File: config.mk
export PLATFORM = sky130hd
export DESIGN_NAME = candidate_box_generator_core
export DESIGN_NICKNAME = d
export VERILOG_FILES = /design/src/design/cbg_pkg.sv /design/src/design/cbg_csr.sv /design/src/design/cbg_front.sv /design/src/design/cbg_back.sv /design/src/design/candidate_box_generator_core.sv
export SDC_FILE = /design/constraint.sdc
export NUM_CORES = 2
export LEC_CHECK = 0
export ABC_AREA = 1
export BUFFER_PORTS_ARGS = -buffer_cell sky130_fd_sc_hd__buf_2
export CORE_AREA = 2 2 282 284
export DETAILED_ROUTE_END_ITERATION = 7
export DIE_AREA = 0 0 284 286
export GPL_ROUTABILITY_DRIVEN = 1
export MAX_ROUTING_LAYER = met4
export PLACE_DENSITY = 0.73
export SLEW_MARGIN = 0
export SYNTH_ARGS = -nofsm -noshare
export SYNTH_HDL_FRONTEND = slang
export SYNTH_SLANG_ARGS = --single-unit
File: constraint.sdc
create_clock -name clock -period 14 [get_ports clock]
set_input_delay 2.1 -clock clock [delete_from_list [all_inputs] [get_ports clock]]
set_output_delay 2.1 -clock clock [all_outputs]
set_load 0.01 [all_outputs]
File: src/design/cbg_pkg.sv
`timescale 1ns / 1ps
// ----------------------------------------------------------------------------
// cbg_pkg: shared types and constants of the candidate box generator
// Widths, configuration layout, queue item layout and the scale factor table.
// ----------------------------------------------------------------------------
package cbg_pkg;

   // coordinate and arithmetic widths
   localparam int COORD_BITS    = 12;
   localparam int SIGNED_BITS   = COORD_BITS + 3;  // candidate coordinates, signed
   localparam int SUM_BITS      = SIGNED_BITS + 1; // corner sums in the range check
   localparam int SCALE_BITS    = 17;              // Q1.16 factor
   localparam int FRAC_BITS     = 16;
   localparam int PROD_BITS     = COORD_BITS + SCALE_BITS;
   localparam int WB_BITS       = PROD_BITS - FRAC_BITS;
   localparam int DELTA_BITS    = 11;              // index times step
   localparam int IDX_BITS      = 5;               // signed loop index -8..8
   localparam int LIM_BITS      = 4;
   localparam int CSR_IDX_BITS  = 3;
   localparam int CSR_DATA_BITS = COORD_BITS;
   localparam int SSTEP_BITS    = 4;
   localparam int GSTEP_BITS    = 3;
   localparam int OSTEP_BITS    = 5;
   localparam int SIDE_BITS     = 7;
   localparam int SCALE_MAX     = 8;
   localparam int GRID_MAX      = 4;

   localparam logic [PROD_BITS-1:0] ROUND_HALF = PROD_BITS'(1) << (FRAC_BITS - 1);
   localparam logic signed [IDX_BITS-1:0] IDX_ONE       = IDX_BITS'(1);
   localparam logic signed [IDX_BITS-1:0] IDX_MINUS_ONE = -IDX_BITS'(1);

   typedef enum logic [1:0] {
      KIND_SCALE  = 2'd0,
      KIND_SHIFT  = 2'd1,
      KIND_ASPECT = 2'd2,
      KIND_NONE   = 2'd3
   } cbg_kind_type;

   typedef enum logic [CSR_IDX_BITS-1:0] {
      CSR_IMAGE_WIDTH     = 3'd0,
      CSR_IMAGE_HEIGHT    = 3'd1,
      CSR_SCALE_STEPS     = 3'd2,
      CSR_TRANSLATE_STEPS = 3'd3,
      CSR_ASPECT_STEPS    = 3'd4,
      CSR_OFFSET_STEP     = 3'd5,
      CSR_MIN_SIDE        = 3'd6
   } cbg_csr_index_type;

   typedef struct packed {
      logic [COORD_BITS-1:0] image_width;
      logic [COORD_BITS-1:0] image_height;
      logic [SSTEP_BITS-1:0] scale_steps;
      logic [GSTEP_BITS-1:0] translate_steps;
      logic [GSTEP_BITS-1:0] aspect_steps;
      logic [OSTEP_BITS-1:0] offset_step;
      logic [SIDE_BITS-1:0]  min_side;
   } cbg_cfg_type;

   typedef struct packed {
      cbg_kind_type          kind;
      logic [COORD_BITS-1:0] x;
      logic [COORD_BITS-1:0] y;
      logic [COORD_BITS-1:0] w;
      logic [COORD_BITS-1:0] h;
      logic [LIM_BITS-1:0]   lim;
   } cbg_item_type;

   // 1.03^(idx-8) in Q1.16, rounded to nearest
   function automatic logic [SCALE_BITS-1:0] scale_factor(input logic [IDX_BITS-1:0] idx);
      logic [SCALE_BITS-1:0] f;
      case (idx)
         5'd0:    f = 17'd51735;
         5'd1:    f = 17'd53287;
         5'd2:    f = 17'd54885;
         5'd3:    f = 17'd56532;
         5'd4:    f = 17'd58228;
         5'd5:    f = 17'd59975;
         5'd6:    f = 17'd61774;
         5'd7:    f = 17'd63627;
         5'd8:    f = 17'd65536;
         5'd9:    f = 17'd67502;
         5'd10:   f = 17'd69527;
         5'd11:   f = 17'd71613;
         5'd12:   f = 17'd73761;
         5'd13:   f = 17'd75974;
         5'd14:   f = 17'd78253;
         5'd15:   f = 17'd80601;
         5'd16:   f = 17'd83019;
         default: f = 17'd65536;
      endcase
      return f;
   endfunction

endpackage

File: src/design/cbg_csr.sv
`timescale 1ns / 1ps
// ----------------------------------------------------------------------------
// cbg_csr: configuration registers
// Holds the seven settings; a write lands on valid, unknown indexes drop.
// ----------------------------------------------------------------------------
module cbg_csr
   import cbg_pkg::*;
(
   input  logic                     clock,
   input  logic                     reset,
   input  logic                     csr_valid,
   output logic                     csr_ready,
   input  logic [CSR_IDX_BITS-1:0]  csr_index,
   input  logic [CSR_DATA_BITS-1:0] csr_wdata,
   output cbg_cfg_type              cfg
);

   cbg_cfg_type cfg_ff, cfg_in;

   assign csr_ready = 1'b1;
   assign cfg       = cfg_ff;

   always_comb begin
      cfg_in = cfg_ff;
      if (csr_valid) begin
         case (cbg_csr_index_type'(csr_index))
            CSR_IMAGE_WIDTH:     cfg_in.image_width     = csr_wdata[COORD_BITS-1:0];
            CSR_IMAGE_HEIGHT:    cfg_in.image_height    = csr_wdata[COORD_BITS-1:0];
            CSR_SCALE_STEPS:     cfg_in.scale_steps     = csr_wdata[SSTEP_BITS-1:0];
            CSR_TRANSLATE_STEPS: cfg_in.translate_steps = csr_wdata[GSTEP_BITS-1:0];
            CSR_ASPECT_STEPS:    cfg_in.aspect_steps    = csr_wdata[GSTEP_BITS-1:0];
            CSR_OFFSET_STEP:     cfg_in.offset_step     = csr_wdata[OSTEP_BITS-1:0];
            CSR_MIN_SIDE:        cfg_in.min_side        = csr_wdata[SIDE_BITS-1:0];
            default:             cfg_in = cfg_ff;
         endcase
      end
   end

   always_ff @(posedge clock) begin
      if (reset) begin
         cfg_ff.image_width     <= COORD_BITS'(640);
         cfg_ff.image_height    <= COORD_BITS'(480);
         cfg_ff.scale_steps     <= SSTEP_BITS'(8);
         cfg_ff.translate_steps <= GSTEP_BITS'(4);
         cfg_ff.aspect_steps    <= GSTEP_BITS'(3);
         cfg_ff.offset_step     <= OSTEP_BITS'(2);
         cfg_ff.min_side        <= SIDE_BITS'(16);
      end else begin
         cfg_ff <= cfg_in;
      end
   end

endmodule

File: src/design/cbg_front.sv
`timescale 1ns / 1ps
// ----------------------------------------------------------------------------
// cbg_front: request intake and classification
// Clamps the loop range per kind, drops requests that yield nothing and
// queues the rest for the back end.
// ----------------------------------------------------------------------------
module cbg_front
   import cbg_pkg::*;
(
   input  logic                  clock,
   input  logic                  reset,
   input  cbg_cfg_type           cfg,
   input  logic                  start,
   output logic                  busy,
   input  logic [1:0]            req_kind,
   input  logic [COORD_BITS-1:0] req_box_x,
   input  logic [COORD_BITS-1:0] req_box_y,
   input  logic [COORD_BITS-1:0] req_box_w,
   input  logic [COORD_BITS-1:0] req_box_h,
   output logic                  q_valid,
   output cbg_item_type          q_item,
   input  logic                  q_pop
);

   localparam int QDEPTH   = 4;
   localparam int PTR_BITS = $clog2(QDEPTH);
   localparam int CNT_BITS = $clog2(QDEPTH + 1);

   cbg_item_type                queue_ff [QDEPTH];
   logic [PTR_BITS-1:0]         wr_ptr_ff, wr_ptr_in, rd_ptr_ff, rd_ptr_in;
   logic [CNT_BITS-1:0]         count_ff, count_in;
   cbg_item_type                item;
   logic                        useful;
   logic                        push;

   // classify the request and clamp its loop range
   always_comb begin
      item.kind = cbg_kind_type'(req_kind);
      item.x    = req_box_x;
      item.y    = req_box_y;
      item.w    = req_box_w;
      item.h    = req_box_h;
      item.lim  = '0;
      useful    = 1'b0;
      case (item.kind)
         KIND_SCALE: begin
            item.lim = (LIM_BITS'(cfg.scale_steps) > LIM_BITS'(SCALE_MAX)) ?
                       LIM_BITS'(SCALE_MAX) : LIM_BITS'(cfg.scale_steps);
            useful   = 1'b1;
         end
         KIND_SHIFT: begin
            item.lim = (LIM_BITS'(cfg.translate_steps) > LIM_BITS'(GRID_MAX)) ?
                       LIM_BITS'(GRID_MAX) : LIM_BITS'(cfg.translate_steps);
            useful   = (item.lim != '0);
         end
         KIND_ASPECT: begin
            item.lim = (LIM_BITS'(cfg.aspect_steps) > LIM_BITS'(GRID_MAX)) ?
                       LIM_BITS'(GRID_MAX) : LIM_BITS'(cfg.aspect_steps);
            useful   = (item.lim != '0);
         end
         default: begin
            item.lim = '0;
            useful   = 1'b0;
         end
      endcase
   end

   assign busy    = (count_ff == CNT_BITS'(QDEPTH));
   assign push    = start && !busy && useful;
   assign q_valid = (count_ff != '0);
   assign q_item  = queue_ff[rd_ptr_ff];

   always_comb begin
      wr_ptr_in = push  ? wr_ptr_ff + PTR_BITS'(1) : wr_ptr_ff;
      rd_ptr_in = q_pop ? rd_ptr_ff + PTR_BITS'(1) : rd_ptr_ff;
      count_in  = count_ff + CNT_BITS'(push) - CNT_BITS'(q_pop);
   end

   always_ff @(posedge clock) begin
      if (reset) begin
         wr_ptr_ff <= '0;
         rd_ptr_ff <= '0;
         count_ff  <= '0;
      end else begin
         wr_ptr_ff <= wr_ptr_in;
         rd_ptr_ff <= rd_ptr_in;
         count_ff  <= count_in;
      end
   end

   always_ff @(posedge clock) begin
      if (push) begin
         queue_ff[wr_ptr_ff] <= item;
      end
   end

endmodule

File: src/design/cbg_back.sv
`timescale 1ns / 1ps
// ----------------------------------------------------------------------------
// cbg_back: candidate sequencer and datapath
// Walks the index loops one candidate per cycle, scales or shifts the box,
// range checks it and holds one kept candidate back to mark the last one.
// ----------------------------------------------------------------------------
module cbg_back
   import cbg_pkg::*;
(
   input  logic                  clock,
   input  logic                  reset,
   input  cbg_cfg_type           cfg,
   input  logic                  q_valid,
   input  cbg_item_type          q_item,
   output logic                  q_pop,
   output logic                  rsp_valid,
   output logic [COORD_BITS-1:0] rsp_cand_x,
   output logic [COORD_BITS-1:0] rsp_cand_y,
   output logic [COORD_BITS-1:0] rsp_cand_w,
   output logic [COORD_BITS-1:0] rsp_cand_h,
   output logic                  rsp_last
);

   typedef enum logic [1:0] {
      SEQ_IDLE,
      SEQ_REF,
      SEQ_SWEEP
   } seq_state_type;

   // sequencer
   seq_state_type               state_ff, state_in;
   cbg_item_type                item_ff, item_in;
   logic signed [IDX_BITS-1:0]  i_ff, i_in, j_ff, j_in;
   logic signed [IDX_BITS-1:0]  lim_s, neg_lim, load_lim, i_adv, j_adv;
   logic                        tok_valid, tok_end, tok_ref;

   // product stage
   logic [IDX_BITS-1:0]           sidx;
   logic [SCALE_BITS-1:0]         sfac;
   logic [PROD_BITS-1:0]          pw_in, ph_in;
   logic signed [DELTA_BITS-1:0]  di_in, dj_in, step_s;
   logic                          p_valid_ff, p_end_ff, p_ref_ff;
   cbg_kind_type                  p_kind_ff;
   logic [COORD_BITS-1:0]         p_x_ff, p_y_ff, p_w_ff, p_h_ff;
   logic [PROD_BITS-1:0]          p_pw_ff, p_ph_ff;
   logic signed [DELTA_BITS-1:0]  p_di_ff, p_dj_ff;

   // candidate stage
   logic signed [SIGNED_BITS-1:0] cx, cy, aw, ah, half_aw, half_ah;
   logic [PROD_BITS-1:0]          sum_w, sum_h;
   logic [WB_BITS-1:0]            wb, hb;
   logic signed [SIGNED_BITS-1:0] c_x, c_y, c_w, c_h;
   logic                          s_valid_ff, s_end_ff, s_ref_ff;
   logic signed [SIGNED_BITS-1:0] s_x_ff, s_y_ff, s_w_ff, s_h_ff;

   // check and hold-back stage
   logic [SIDE_BITS-1:0]          ms;
   logic signed [SUM_BITS-1:0]    xs, ys, ws, hs, xe, ye, iw, ih, mss;
   logic                          in_range, keep, fire, fire_last;
   logic                          pend_valid_ff, pend_valid_in, pend_final_ff, pend_final_in;
   logic [COORD_BITS-1:0]         pend_x_ff, pend_y_ff, pend_w_ff, pend_h_ff;
   logic                          rsp_valid_ff, rsp_last_ff;
   logic [COORD_BITS-1:0]         rsp_x_ff, rsp_y_ff, rsp_w_ff, rsp_h_ff;

   // ---------------- sequencer ----------------
   always_comb begin
      lim_s     = $signed({1'b0, item_ff.lim});
      neg_lim   = -lim_s;
      load_lim  = -$signed({1'b0, q_item.lim});
      i_adv     = (i_ff == IDX_MINUS_ONE) ? IDX_ONE : i_ff + IDX_ONE;
      j_adv     = (j_ff == IDX_MINUS_ONE) ? IDX_ONE : j_ff + IDX_ONE;
      tok_valid = (state_ff != SEQ_IDLE);
      tok_ref   = (state_ff == SEQ_REF);
      case (state_ff)
         SEQ_REF:   tok_end = (item_ff.lim == '0);
         SEQ_SWEEP: tok_end = (item_ff.kind == KIND_SCALE) ? (i_ff == lim_s) :
                              ((i_ff == lim_s) && (j_ff == lim_s));
         default:   tok_end = 1'b0;
      endcase
      q_pop = q_valid && (!tok_valid || tok_end);

      state_in = state_ff;
      item_in  = item_ff;
      i_in     = i_ff;
      j_in     = j_ff;
      if (q_pop) begin
         item_in  = q_item;
         i_in     = load_lim;
         j_in     = load_lim;
         state_in = (q_item.kind == KIND_SCALE) ? SEQ_REF : SEQ_SWEEP;
      end else if (tok_end) begin
         state_in = SEQ_IDLE;
      end else begin
         case (state_ff)
            SEQ_REF: state_in = SEQ_SWEEP;
            SEQ_SWEEP: begin
               if (item_ff.kind == KIND_SCALE) begin
                  i_in = i_adv;
               end else if (j_ff == lim_s) begin
                  j_in = neg_lim;
                  i_in = i_adv;
               end else begin
                  j_in = j_adv;
               end
            end
            default: state_in = SEQ_IDLE;
         endcase
      end
   end

   always_ff @(posedge clock) begin
      if (reset) begin
         state_ff <= SEQ_IDLE;
      end else begin
         state_ff <= state_in;
      end
      item_ff <= item_in;
      i_ff    <= i_in;
      j_ff    <= j_in;
   end

   // ---------------- products ----------------
   always_comb begin
      sidx   = $unsigned(i_ff) + IDX_BITS'(SCALE_MAX);
      sfac   = scale_factor(sidx);
      pw_in  = PROD_BITS'(item_ff.w) * PROD_BITS'(sfac);
      ph_in  = PROD_BITS'(item_ff.h) * PROD_BITS'(sfac);
      step_s = DELTA_BITS'($signed({1'b0, cfg.offset_step}));
      di_in  = DELTA_BITS'(i_ff) * step_s;
      dj_in  = DELTA_BITS'(j_ff) * step_s;
   end

   always_ff @(posedge clock) begin
      if (reset) begin
         p_valid_ff <= 1'b0;
      end else begin
         p_valid_ff <= tok_valid;
      end
      p_end_ff  <= tok_end;
      p_ref_ff  <= tok_ref;
      p_kind_ff <= item_ff.kind;
      p_x_ff    <= item_ff.x;
      p_y_ff    <= item_ff.y;
      p_w_ff    <= item_ff.w;
      p_h_ff    <= item_ff.h;
      p_pw_ff   <= pw_in;
      p_ph_ff   <= ph_in;
      p_di_ff   <= di_in;
      p_dj_ff   <= dj_in;
   end

   // ---------------- candidate ----------------
   always_comb begin
      cx      = $signed(SIGNED_BITS'(p_x_ff)) + $signed(SIGNED_BITS'(p_w_ff >> 1));
      cy      = $signed(SIGNED_BITS'(p_y_ff)) + $signed(SIGNED_BITS'(p_h_ff >> 1));
      sum_w   = p_pw_ff + ROUND_HALF;
      sum_h   = p_ph_ff + ROUND_HALF;
      wb      = sum_w[PROD_BITS-1:FRAC_BITS];
      hb      = sum_h[PROD_BITS-1:FRAC_BITS];
      aw      = $signed(SIGNED_BITS'(p_w_ff)) + SIGNED_BITS'(p_di_ff);
      ah      = $signed(SIGNED_BITS'(p_h_ff)) + SIGNED_BITS'(p_dj_ff);
      // halve toward zero
      half_aw = (aw + $signed(SIGNED_BITS'(aw[SIGNED_BITS-1]))) >>> 1;
      half_ah = (ah + $signed(SIGNED_BITS'(ah[SIGNED_BITS-1]))) >>> 1;

      c_x = $signed(SIGNED_BITS'(p_x_ff));
      c_y = $signed(SIGNED_BITS'(p_y_ff));
      c_w = $signed(SIGNED_BITS'(p_w_ff));
      c_h = $signed(SIGNED_BITS'(p_h_ff));
      if (!p_ref_ff) begin
         case (p_kind_ff)
            KIND_SCALE: begin
               c_x = cx - $signed(SIGNED_BITS'(wb >> 1));
               c_y = cy - $signed(SIGNED_BITS'(hb >> 1));
               c_w = $signed(SIGNED_BITS'(wb));
               c_h = $signed(SIGNED_BITS'(hb));
            end
            KIND_SHIFT: begin
               c_x = $signed(SIGNED_BITS'(p_x_ff)) + SIGNED_BITS'(p_di_ff);
               c_y = $signed(SIGNED_BITS'(p_y_ff)) + SIGNED_BITS'(p_dj_ff);
            end
            KIND_ASPECT: begin
               c_x = cx - half_aw;
               c_y = cy - half_ah;
               c_w = aw;
               c_h = ah;
            end
            default: begin
               c_x = $signed(SIGNED_BITS'(p_x_ff));
               c_y = $signed(SIGNED_BITS'(p_y_ff));
            end
         endcase
      end
   end

   always_ff @(posedge clock) begin
      if (reset) begin
         s_valid_ff <= 1'b0;
      end else begin
         s_valid_ff <= p_valid_ff;
      end
      s_end_ff <= p_end_ff;
      s_ref_ff <= p_ref_ff;
      s_x_ff   <= c_x;
      s_y_ff   <= c_y;
      s_w_ff   <= c_w;
      s_h_ff   <= c_h;
   end

   // ---------------- range check and hold-back ----------------
   always_comb begin
      ms       = (cfg.min_side == '0) ? SIDE_BITS'(1) : cfg.min_side;
      mss      = $signed(SUM_BITS'(ms));
      iw       = $signed(SUM_BITS'(cfg.image_width));
      ih       = $signed(SUM_BITS'(cfg.image_height));
      xs       = SUM_BITS'(s_x_ff);
      ys       = SUM_BITS'(s_y_ff);
      ws       = SUM_BITS'(s_w_ff);
      hs       = SUM_BITS'(s_h_ff);
      xe       = xs + ws;
      ye       = ys + hs;
      in_range = (xs >= 0) && (ys >= 0) && (xs < iw) && (ys < ih) &&
                 (xe >= 0) && (ye >= 0) && (xe < iw) && (ye < ih) &&
                 (ws >= mss) && (hs >= mss);
      keep     = s_valid_ff && (s_ref_ff || in_range);

      // release the held candidate once its successor or the item end shows up
      fire      = pend_valid_ff && (pend_final_ff || keep || (s_valid_ff && s_end_ff));
      fire_last = pend_final_ff || (s_valid_ff && s_end_ff && !keep);

      pend_valid_in = pend_valid_ff;
      pend_final_in = pend_final_ff;
      if (keep) begin
         pend_valid_in = 1'b1;
         pend_final_in = s_end_ff;
      end else if (fire) begin
         pend_valid_in = 1'b0;
         pend_final_in = 1'b0;
      end
   end

   always_ff @(posedge clock) begin
      if (reset) begin
         pend_valid_ff <= 1'b0;
         pend_final_ff <= 1'b0;
         rsp_valid_ff  <= 1'b0;
      end else begin
         pend_valid_ff <= pend_valid_in;
         pend_final_ff <= pend_final_in;
         rsp_valid_ff  <= fire;
      end
      if (keep) begin
         pend_x_ff <= s_x_ff[COORD_BITS-1:0];
         pend_y_ff <= s_y_ff[COORD_BITS-1:0];
         pend_w_ff <= s_w_ff[COORD_BITS-1:0];
         pend_h_ff <= s_h_ff[COORD_BITS-1:0];
      end
      rsp_last_ff <= fire_last;
      rsp_x_ff    <= pend_x_ff;
      rsp_y_ff    <= pend_y_ff;
      rsp_w_ff    <= pend_w_ff;
      rsp_h_ff    <= pend_h_ff;
   end

   assign rsp_valid  = rsp_valid_ff;
   assign rsp_last   = rsp_last_ff;
   assign rsp_cand_x = rsp_x_ff;
   assign rsp_cand_y = rsp_y_ff;
   assign rsp_cand_w = rsp_w_ff;
   assign rsp_cand_h = rsp_h_ff;

   // ---------------- assertions ----------------
   a_final_held: assert property (@(posedge clock) disable iff (reset)
      pend_final_ff |-> pend_valid_ff)
      else $error("final candidate marked with nothing held");

   a_end_kept: assert property (@(posedge clock) disable iff (reset)
      (s_valid_ff && s_end_ff && keep) |=> (pend_valid_ff && pend_final_ff))
      else $error("kept end candidate not held as final");

   a_scale_skip: assert property (@(posedge clock) disable iff (reset)
      (state_ff == SEQ_SWEEP && item_ff.kind == KIND_SCALE) |-> (i_ff != '0))
      else $error("scale sweep reached the unit factor");

   a_grid_skip: assert property (@(posedge clock) disable iff (reset)
      (state_ff == SEQ_SWEEP && item_ff.kind != KIND_SCALE) |->
      ((i_ff != '0) && (j_ff != '0)))
      else $error("grid sweep reached a zero index");

endmodule

File: src/design/candidate_box_generator_core.sv
`timescale 1ns / 1ps
// ----------------------------------------------------------------------------
// candidate_box_generator_core: candidate box generator
// Emits scaled, shifted or reshaped boxes around a reference box, keeping only
// those inside the image and not below the minimum side, or a scale reference.
// ----------------------------------------------------------------------------
// A request (start high while busy is low) carries a kind and a reference box.
// The front end clamps the loop range and drops requests that cannot yield a
// candidate (unused kind, zero translation or aspect range); the rest wait in
// a four-entry queue, and busy is high only while that queue is full. The back
// end sequencer issues one candidate per clock: 1 + 2n for the scale kind
// (the reference box, then n factors each side), 4t*t for translation and
// aspect, at most 64 per request. Candidates pass a product stage, a
// coordinate stage and a range check; one kept candidate is held back so the
// final one can carry rsp_last. A kept candidate passes the product,
// candidate, hold-back and result registers on its way to the result ports,
// and waits in the hold-back register while the next kept candidate or the
// end of its request is still on the way.
// Results leave as single-cycle strobes on rsp_valid: the receiver cannot
// stall, so every strobe must be taken. Rejected candidates leave gaps in the
// stream. Write configuration only while no request is in flight.
// ----------------------------------------------------------------------------
module candidate_box_generator_core
   import cbg_pkg::*;
(
   input  logic                     clock,
   input  logic                     reset,
   // request channel
   input  logic                     start,
   output logic                     busy,
   input  logic [1:0]               req_kind,
   input  logic [COORD_BITS-1:0]    req_box_x,
   input  logic [COORD_BITS-1:0]    req_box_y,
   input  logic [COORD_BITS-1:0]    req_box_w,
   input  logic [COORD_BITS-1:0]    req_box_h,
   // result channel
   output logic                     rsp_valid,
   output logic [COORD_BITS-1:0]    rsp_cand_x,
   output logic [COORD_BITS-1:0]    rsp_cand_y,
   output logic [COORD_BITS-1:0]    rsp_cand_w,
   output logic [COORD_BITS-1:0]    rsp_cand_h,
   output logic                     rsp_last,
   // configuration write channel
   input  logic                     csr_valid,
   output logic                     csr_ready,
   input  logic [CSR_IDX_BITS-1:0]  csr_index,
   input  logic [CSR_DATA_BITS-1:0] csr_wdata
);

   cbg_cfg_type  cfg;
   logic         q_valid;
   logic         q_pop;
   cbg_item_type q_item;

   // hold the settings
   cbg_csr u_csr (
      .clock     (clock),
      .reset     (reset),
      .csr_valid (csr_valid),
      .csr_ready (csr_ready),
      .csr_index (csr_index),
      .csr_wdata (csr_wdata),
      .cfg       (cfg)
   );

   // accept and classify requests, queue them for the back end
   cbg_front u_front (
      .clock     (clock),
      .reset     (reset),
      .cfg       (cfg),
      .start     (start),
      .busy      (busy),
      .req_kind  (req_kind),
      .req_box_x (req_box_x),
      .req_box_y (req_box_y),
      .req_box_w (req_box_w),
      .req_box_h (req_box_h),
      .q_valid   (q_valid),
      .q_item    (q_item),
      .q_pop     (q_pop)
   );

   // sweep the candidates and stream out the kept ones
   cbg_back u_back (
      .clock      (clock),
      .reset      (reset),
      .cfg        (cfg),
      .q_valid    (q_valid),
      .q_item     (q_item),
      .q_pop      (q_pop),
      .rsp_valid  (rsp_valid),
      .rsp_cand_x (rsp_cand_x),
      .rsp_cand_y (rsp_cand_y),
      .rsp_cand_w (rsp_cand_w),
      .rsp_cand_h (rsp_cand_h),
      .rsp_last   (rsp_last)
   );

endmodule
# Word level (Yosys, flattened, before mapping)
# Memory sizes are Yosys's and may differ from the RTL's. A register that Yosys moved wholly into a read port is not among the register bits.
# Cells that the tools add are included.
[op_classes] add_sub_neg=25 mul=4 magnitude_cmp=13 eq_ne=20 muxes=39 reduce_logical=48
[op_table] cell="$pmux W15 S3" count=2
[op_table] cell="$mux W5" count=12
[op_table] cell="$pmux W15 S2" count=2
[op_table] cell="$add A29 B16 Y29 const B" count=2
[op_table] cell="$mul A12 B17 Y29" count=2
[op_table] cell="$add A13 B11 Y14" count=4
[op_table] cell="$mux W12" count=4
[op_table] cell="$add A15 B15 Y16" count=2
[op_table] cell="$ge A16 B1 Y1 const B" count=2
[op_table] cell="$lt A16 B13 Y1" count=2
[op_table] cell="$add A14 B2 Y15" count=2
[op_table] cell="$ge A15 B1 Y1 const B" count=2
[op_table] cell="$ge A15 B8 Y1" count=2
[op_table] cell="$lt A15 B13 Y1" count=2
[op_table] cell="$sub A14 B14 Y15" count=2
[op_table] cell="$sub A15 B13 Y15" count=2
[op_table] cell="$add A12 B11 Y13" count=2
[op_table] cell="$mul A5 B6 Y11" count=2
[op_table] cell="$logic_and A1 B1 Y1" count=17
[op_table] cell="$reduce_and A2 Y1" count=7
[op_table] cell="$eq A3 B3 Y1 const B" count=4
[op_table] cell="$pmux W4 S3" count=1
[op_table] cell="$add A5 B2 Y5 const B" count=2
[op_table] cell="$eq A5 B1 Y1 const B" count=2
[op_table] cell="other kinds (32)" count=66
[totals] register_bits=415 ramBits=216 mem_bits_ro=544 inputBits=69 output_inout_bits=52 wordCells=205 memories=2
[memory_table] name="(no name shown)" words=32 word_bits=17 rd=1 rd_clocked_by_memory_dff=0 wr=0 line_no="cbg_pkg.sv:71" rtl="case (idx)"
[memory_table] name="u_front.queue_ff" words=4 word_bits=54 rd=1 rd_clocked_by_memory_dff=1 wr=1 line_no="cbg_front.sv:29" rtl="cbg_item_type queue_ff [QDEPTH];"

# Logic depth before layout (Yosys ltp)
[logic_depth] ltp_word=17 depth_mapped=33 ltp_nobuf=33

# Modules after synthesis
# Synthesis repeated with hierarchy kept, for this count alone.
[hier_totals] cells_unflattened=5290 area_unflattened_um2=44868.0
[by_module_without_submodules] module="cbg_back" instances=1 cells_each=4408 area_each_um2=34326.7 seq_area_each_um2=7727.4
[by_module_without_submodules] module="cbg_front" instances=1 cells_each=612 area_each_um2=8675.8 seq_area_each_um2=6666.4
[by_module_without_submodules] module="cbg_csr" instances=1 cells_each=270 area_each_um2=1865.5 seq_area_each_um2=920.9

# Least setup slack after synthesis
# Ideal clock, no wire load.
[synth_path] path_kind="reg2reg" start="register u_back.i_ff[1]" end="register u_back.p_pw_ff[28]" setup_ps=113 arrival_time_ps=5965 t_required_ps=13887 slack_ps=7923 path_stages_with_launch=26 n_path_buf=2 period_less_slack_ps=6077 cell_sequence="edfxtp_1 clkbuf_1 inv_1 ha_1 o21ai_0 nand2_1 inv_1 clkbuf_1 nand2_1 fa_1 fa_1 inv_1 fa_1 fa_1 inv_1 fa_1 inv_1 ha_1 a21oi_1 inv_1 a31oi_1 a21oi_1 a2111oi_0 nand2_1 nand2_1 nand2_1"
[synth_between] elab_chain_len=3
[synth_rtl] item="start: declaration" line_no="cbg_back.sv:33" rtl="logic signed [IDX_BITS-1:0] i_ff, i_in, j_ff, j_in;"
[synth_rtl] item="start signal: assignment" line_no="cbg_back.sv:118" rtl="i_ff <= i_in;"
[synth_rtl] item="$add A5 B4 Y5" line_no="cbg_back.sv:124" rtl="sidx = $unsigned(i_ff) + IDX_BITS'(SCALE_MAX);"
[synth_rtl] item="$mem_v2 Z32 W17"
[synth_rtl] item="$mul A12 B17 Y29" line_no="cbg_back.sv:126" rtl="pw_in = PROD_BITS'(item_ff.w) * PROD_BITS'(sfac);"
[synth_rtl] item="net u_back.pw_in[28]" line_no="cbg_back.sv:40" rtl="logic [PROD_BITS-1:0] pw_in, ph_in;"
[synth_rtl] item="end signal: assignment" line_no="cbg_back.sv:146" rtl="p_pw_ff <= pw_in;"
[synth_rtl] item="end: declaration" line_no="cbg_back.sv:45" rtl="logic [PROD_BITS-1:0] p_pw_ff, p_ph_ff;"
# The timed path passes the listed nets, and every way through them passes these cells.
# A chain may end at the register's enable or synchronous reset.

# Worst setup path in the final report
[layout_path] start="register u_back.i_ff[3]" end="register u_back.p_ph_ff[25]"
[layout_between] elab_chain_len=3
[layout_rtl] item="$add A5 B4 Y5" line_no="cbg_back.sv:124"
[layout_rtl] item="$mem_v2 Z32 W17"
[layout_rtl] item="$mul A12 B17 Y29" line_no="cbg_back.sv:127" rtl="ph_in = PROD_BITS'(item_ff.h) * PROD_BITS'(sfac);"
[layout_rtl] item="net u_back.ph_in[25]" line_no="cbg_back.sv:40"
[layout_rtl] item="end signal: assignment" line_no="cbg_back.sv:147" rtl="p_ph_ff <= ph_in;"
[layout_rtl] item="end: declaration" line_no="cbg_back.sv:45"
# The timed path passes the listed nets, and every way through them passes these cells.

==> reports/metrics.cfg <==
[die]
start_util_pct=56.4
ios=121
die_height_um=286
die_w_um=284
die_area_um2=81200
rows=103
core_region_area_um2=78400

[drt]
firstDrtPassIters=6
drt_iter0_markers=2778
avgRoutedWirePerCell_um=19.0
ant_nets=0
drt_wl_total_mm=121
dr_total_vias=35300
vias_per_cell=5.56
drcViolationCount=0

[clock_network]
cts_buffer_depth=3
h-tree-depth=3
post_cts_buffers=0
cts-resized-gates=0
ctsHoldBuffers=0
clock_latency_ns=0.63
cts_sinks=601
cts_buffers=67
clk_pin_slew_ns=0.06
tritoncts=done
root_buffer=clkbuf_16

[sta]
fin_skew_ns=0.0480
whs_ns=0.326
fin_crit_sh_pct=53.5
rsz0062_at_grt=no
tightest_slew_ns=1.08
tns_ns=0
min_period_ns=7.49
hold_viol=0
maxSlewViolCount=0
fmax_mhz=133
finalSetupViolCount=0
slew_headroom_pct=27.7

[grt]
grt_antenna_before_repair=6
grt_max_degree=109
grt_pass1_vias=34600
grt_pass1_wl_mm=191
grt.total_usage_pct=30.9
grt-ovfl-total=0

[setup_path]
path_class=reg -> reg
critPathArrivalTime_ns=7.97
path_max_fanout=23
required_ns=14.48
endpoint_kind=flop
cp-start-kind=flop

[yosys]
avgSynthCellArea_um2=8.54
yosys_register_bits=601
yosysSeqAreaShare_pct=34.7
ys.flop_type=edfxtp_1
ys_warn_count=0
synthCells=5176
synth_edf_count=328
synth.area.top_cells=edfxtp_1 (22%), fa_1 (15%), dfxtp_1 (12%), ha_1 (12%), nand2_1 (8.7%)
synth_area_um2=44200
syn-num-nets=5989
synth.most_common_cell=nand2_1
ys_types=63
synthTopCellsByCount=nand2_1 (1026), inv_1 (843), nor2_1 (539), ha_1 (413), fa_1 (331)
yosysTopAreaCellShare_pct=22.3
async_flop_share_pct=0
yosysTopAreaCell=edfxtp_1

[layout]
finish.utilization_pct=61.3
final_nets=6062
layout-drive-gt1-share_pct=5.66
area_growth_pct=8.73

[placement]
dp_hpwl_mm=92.9
gp_congestion=0.998
port_buffers=119

[job]
drv_cap=0

[status]
status=finished clean

[min_path]
hold_class=reg -> reg

==> critical path, stage by stage, from the launching register on <==
cell and delay, ns:
edfxtp_1 0.84, ha_1 0.45, nor2_1 0.14, buf_4 0.30
inv_1 0.16, nand2_1 0.09, nand3_1 0.28, inv_1 0.60
nand2_1 0.17, fa_1 0.54, fa_1 0.52, inv_1 0.05
fa_1 0.49, fa_1 0.55, inv_1 0.05, fa_1 0.54
inv_1 0.04, ha_1 0.32, a21oi_1 0.19, o21ai_0 0.11
a21oi_1 0.22, o2111a_1 0.20, nand2_1 0.17, nand2_1 0.11
nand2_1 0.07, xor2_1 0.14
==> flip-flops by register name, indices dropped and copies added (netlist names), 14 cells and up, named ones only <==
signal            flops
u_csr.cfg            46
u_back.s_x_ff        15
u_front.queue_ff    216
u_back.item_ff       54
u_back.s_y_ff        15
u_back.p_pw_ff       14
u_back.s_w_ff        14
u_back.s_h_ff        14
u_back.p_ph_ff       14
==> layout make-up <==
class | instances | area [um2]
fill | 6854 | 30300
multi-input combinational | 3577 | 25100
sequential | 601 | 15300
inverter | 864 | 3240
clock buffer | 81 | 1780
tap | 1050 | 1310
timing repair buffer | 138 | 738
clock inverter | 41 | 513
antenna | 4 | 10.0
==> layer usage <==
layer  up-vias  GRT usage, %  wire length [um]
met5         -             -                 0
met4         0          8.30              3150
met3       224          5.20              9990
met2      1386          48.7             55000
met1     16800          41.5             52600
li1      16900             -                 -
==> cell usage in the layout (no fill, tap or decap), types with 52 or more instances in the layout <==
cell	netlist	routed
a21oi_1	311	311
buf_2	11	119
clkbuf_16	0	67
dfxtp_1	273	272
edfxtp_1	328	328
fa_1	331	331
ha_1	413	413
inv_1	843	842
nand2_1	1026	1026
nand3_1	186	186
nor2_1	539	533
o21ai_0	305	305
o22ai_1	52	52
xor2_1	86	86
==> logic make-up (layout without fill, tap and decap cells) <==
kind of cell,Yosys count,count (layout),share of synthesized area (%)
adders and majority gates,744,744,26.7
xor gates and xnor gates,117,117,2.32
DFF,601,601,34.7
AOI/OAI and AO/OA,828,828,10.5
buffers and inverters,998,1124,8.54
and+or+nand+nor,1887,1887,17.3
other,1,5,0.00849
==> through the flow <==
step | worst slack [ns] | cell area [um2] | std cells
floorplan | 7.92 | 44200 | 5176
global placement | 6.78 | 45800 | 6230
detailed placement | 6.72 | 45800 | 6230
CTS | 6.66 | 48000 | 6352
global route | 6.08 | 48100 | 6356
finish | 6.51 | 48100 | 6356
==> final timing paths <==
kind,slack [ns],end,startpoint,depth (start not counted)
min reg2reg,0.33,u_back.s_end_ff,u_back.p_end_ff,0
max,6.51,u_back.p_ph_ff[25],u_back.i_ff[3],25
max reg2reg,6.51,u_back.p_ph_ff[25],u_back.i_ff[3],25
min,0.33,u_back.s_end_ff,u_back.p_end_ff,0
Power is not shown: default switching activity piles up to over one toggle a cycle in this logic, so the estimate is an artifact.
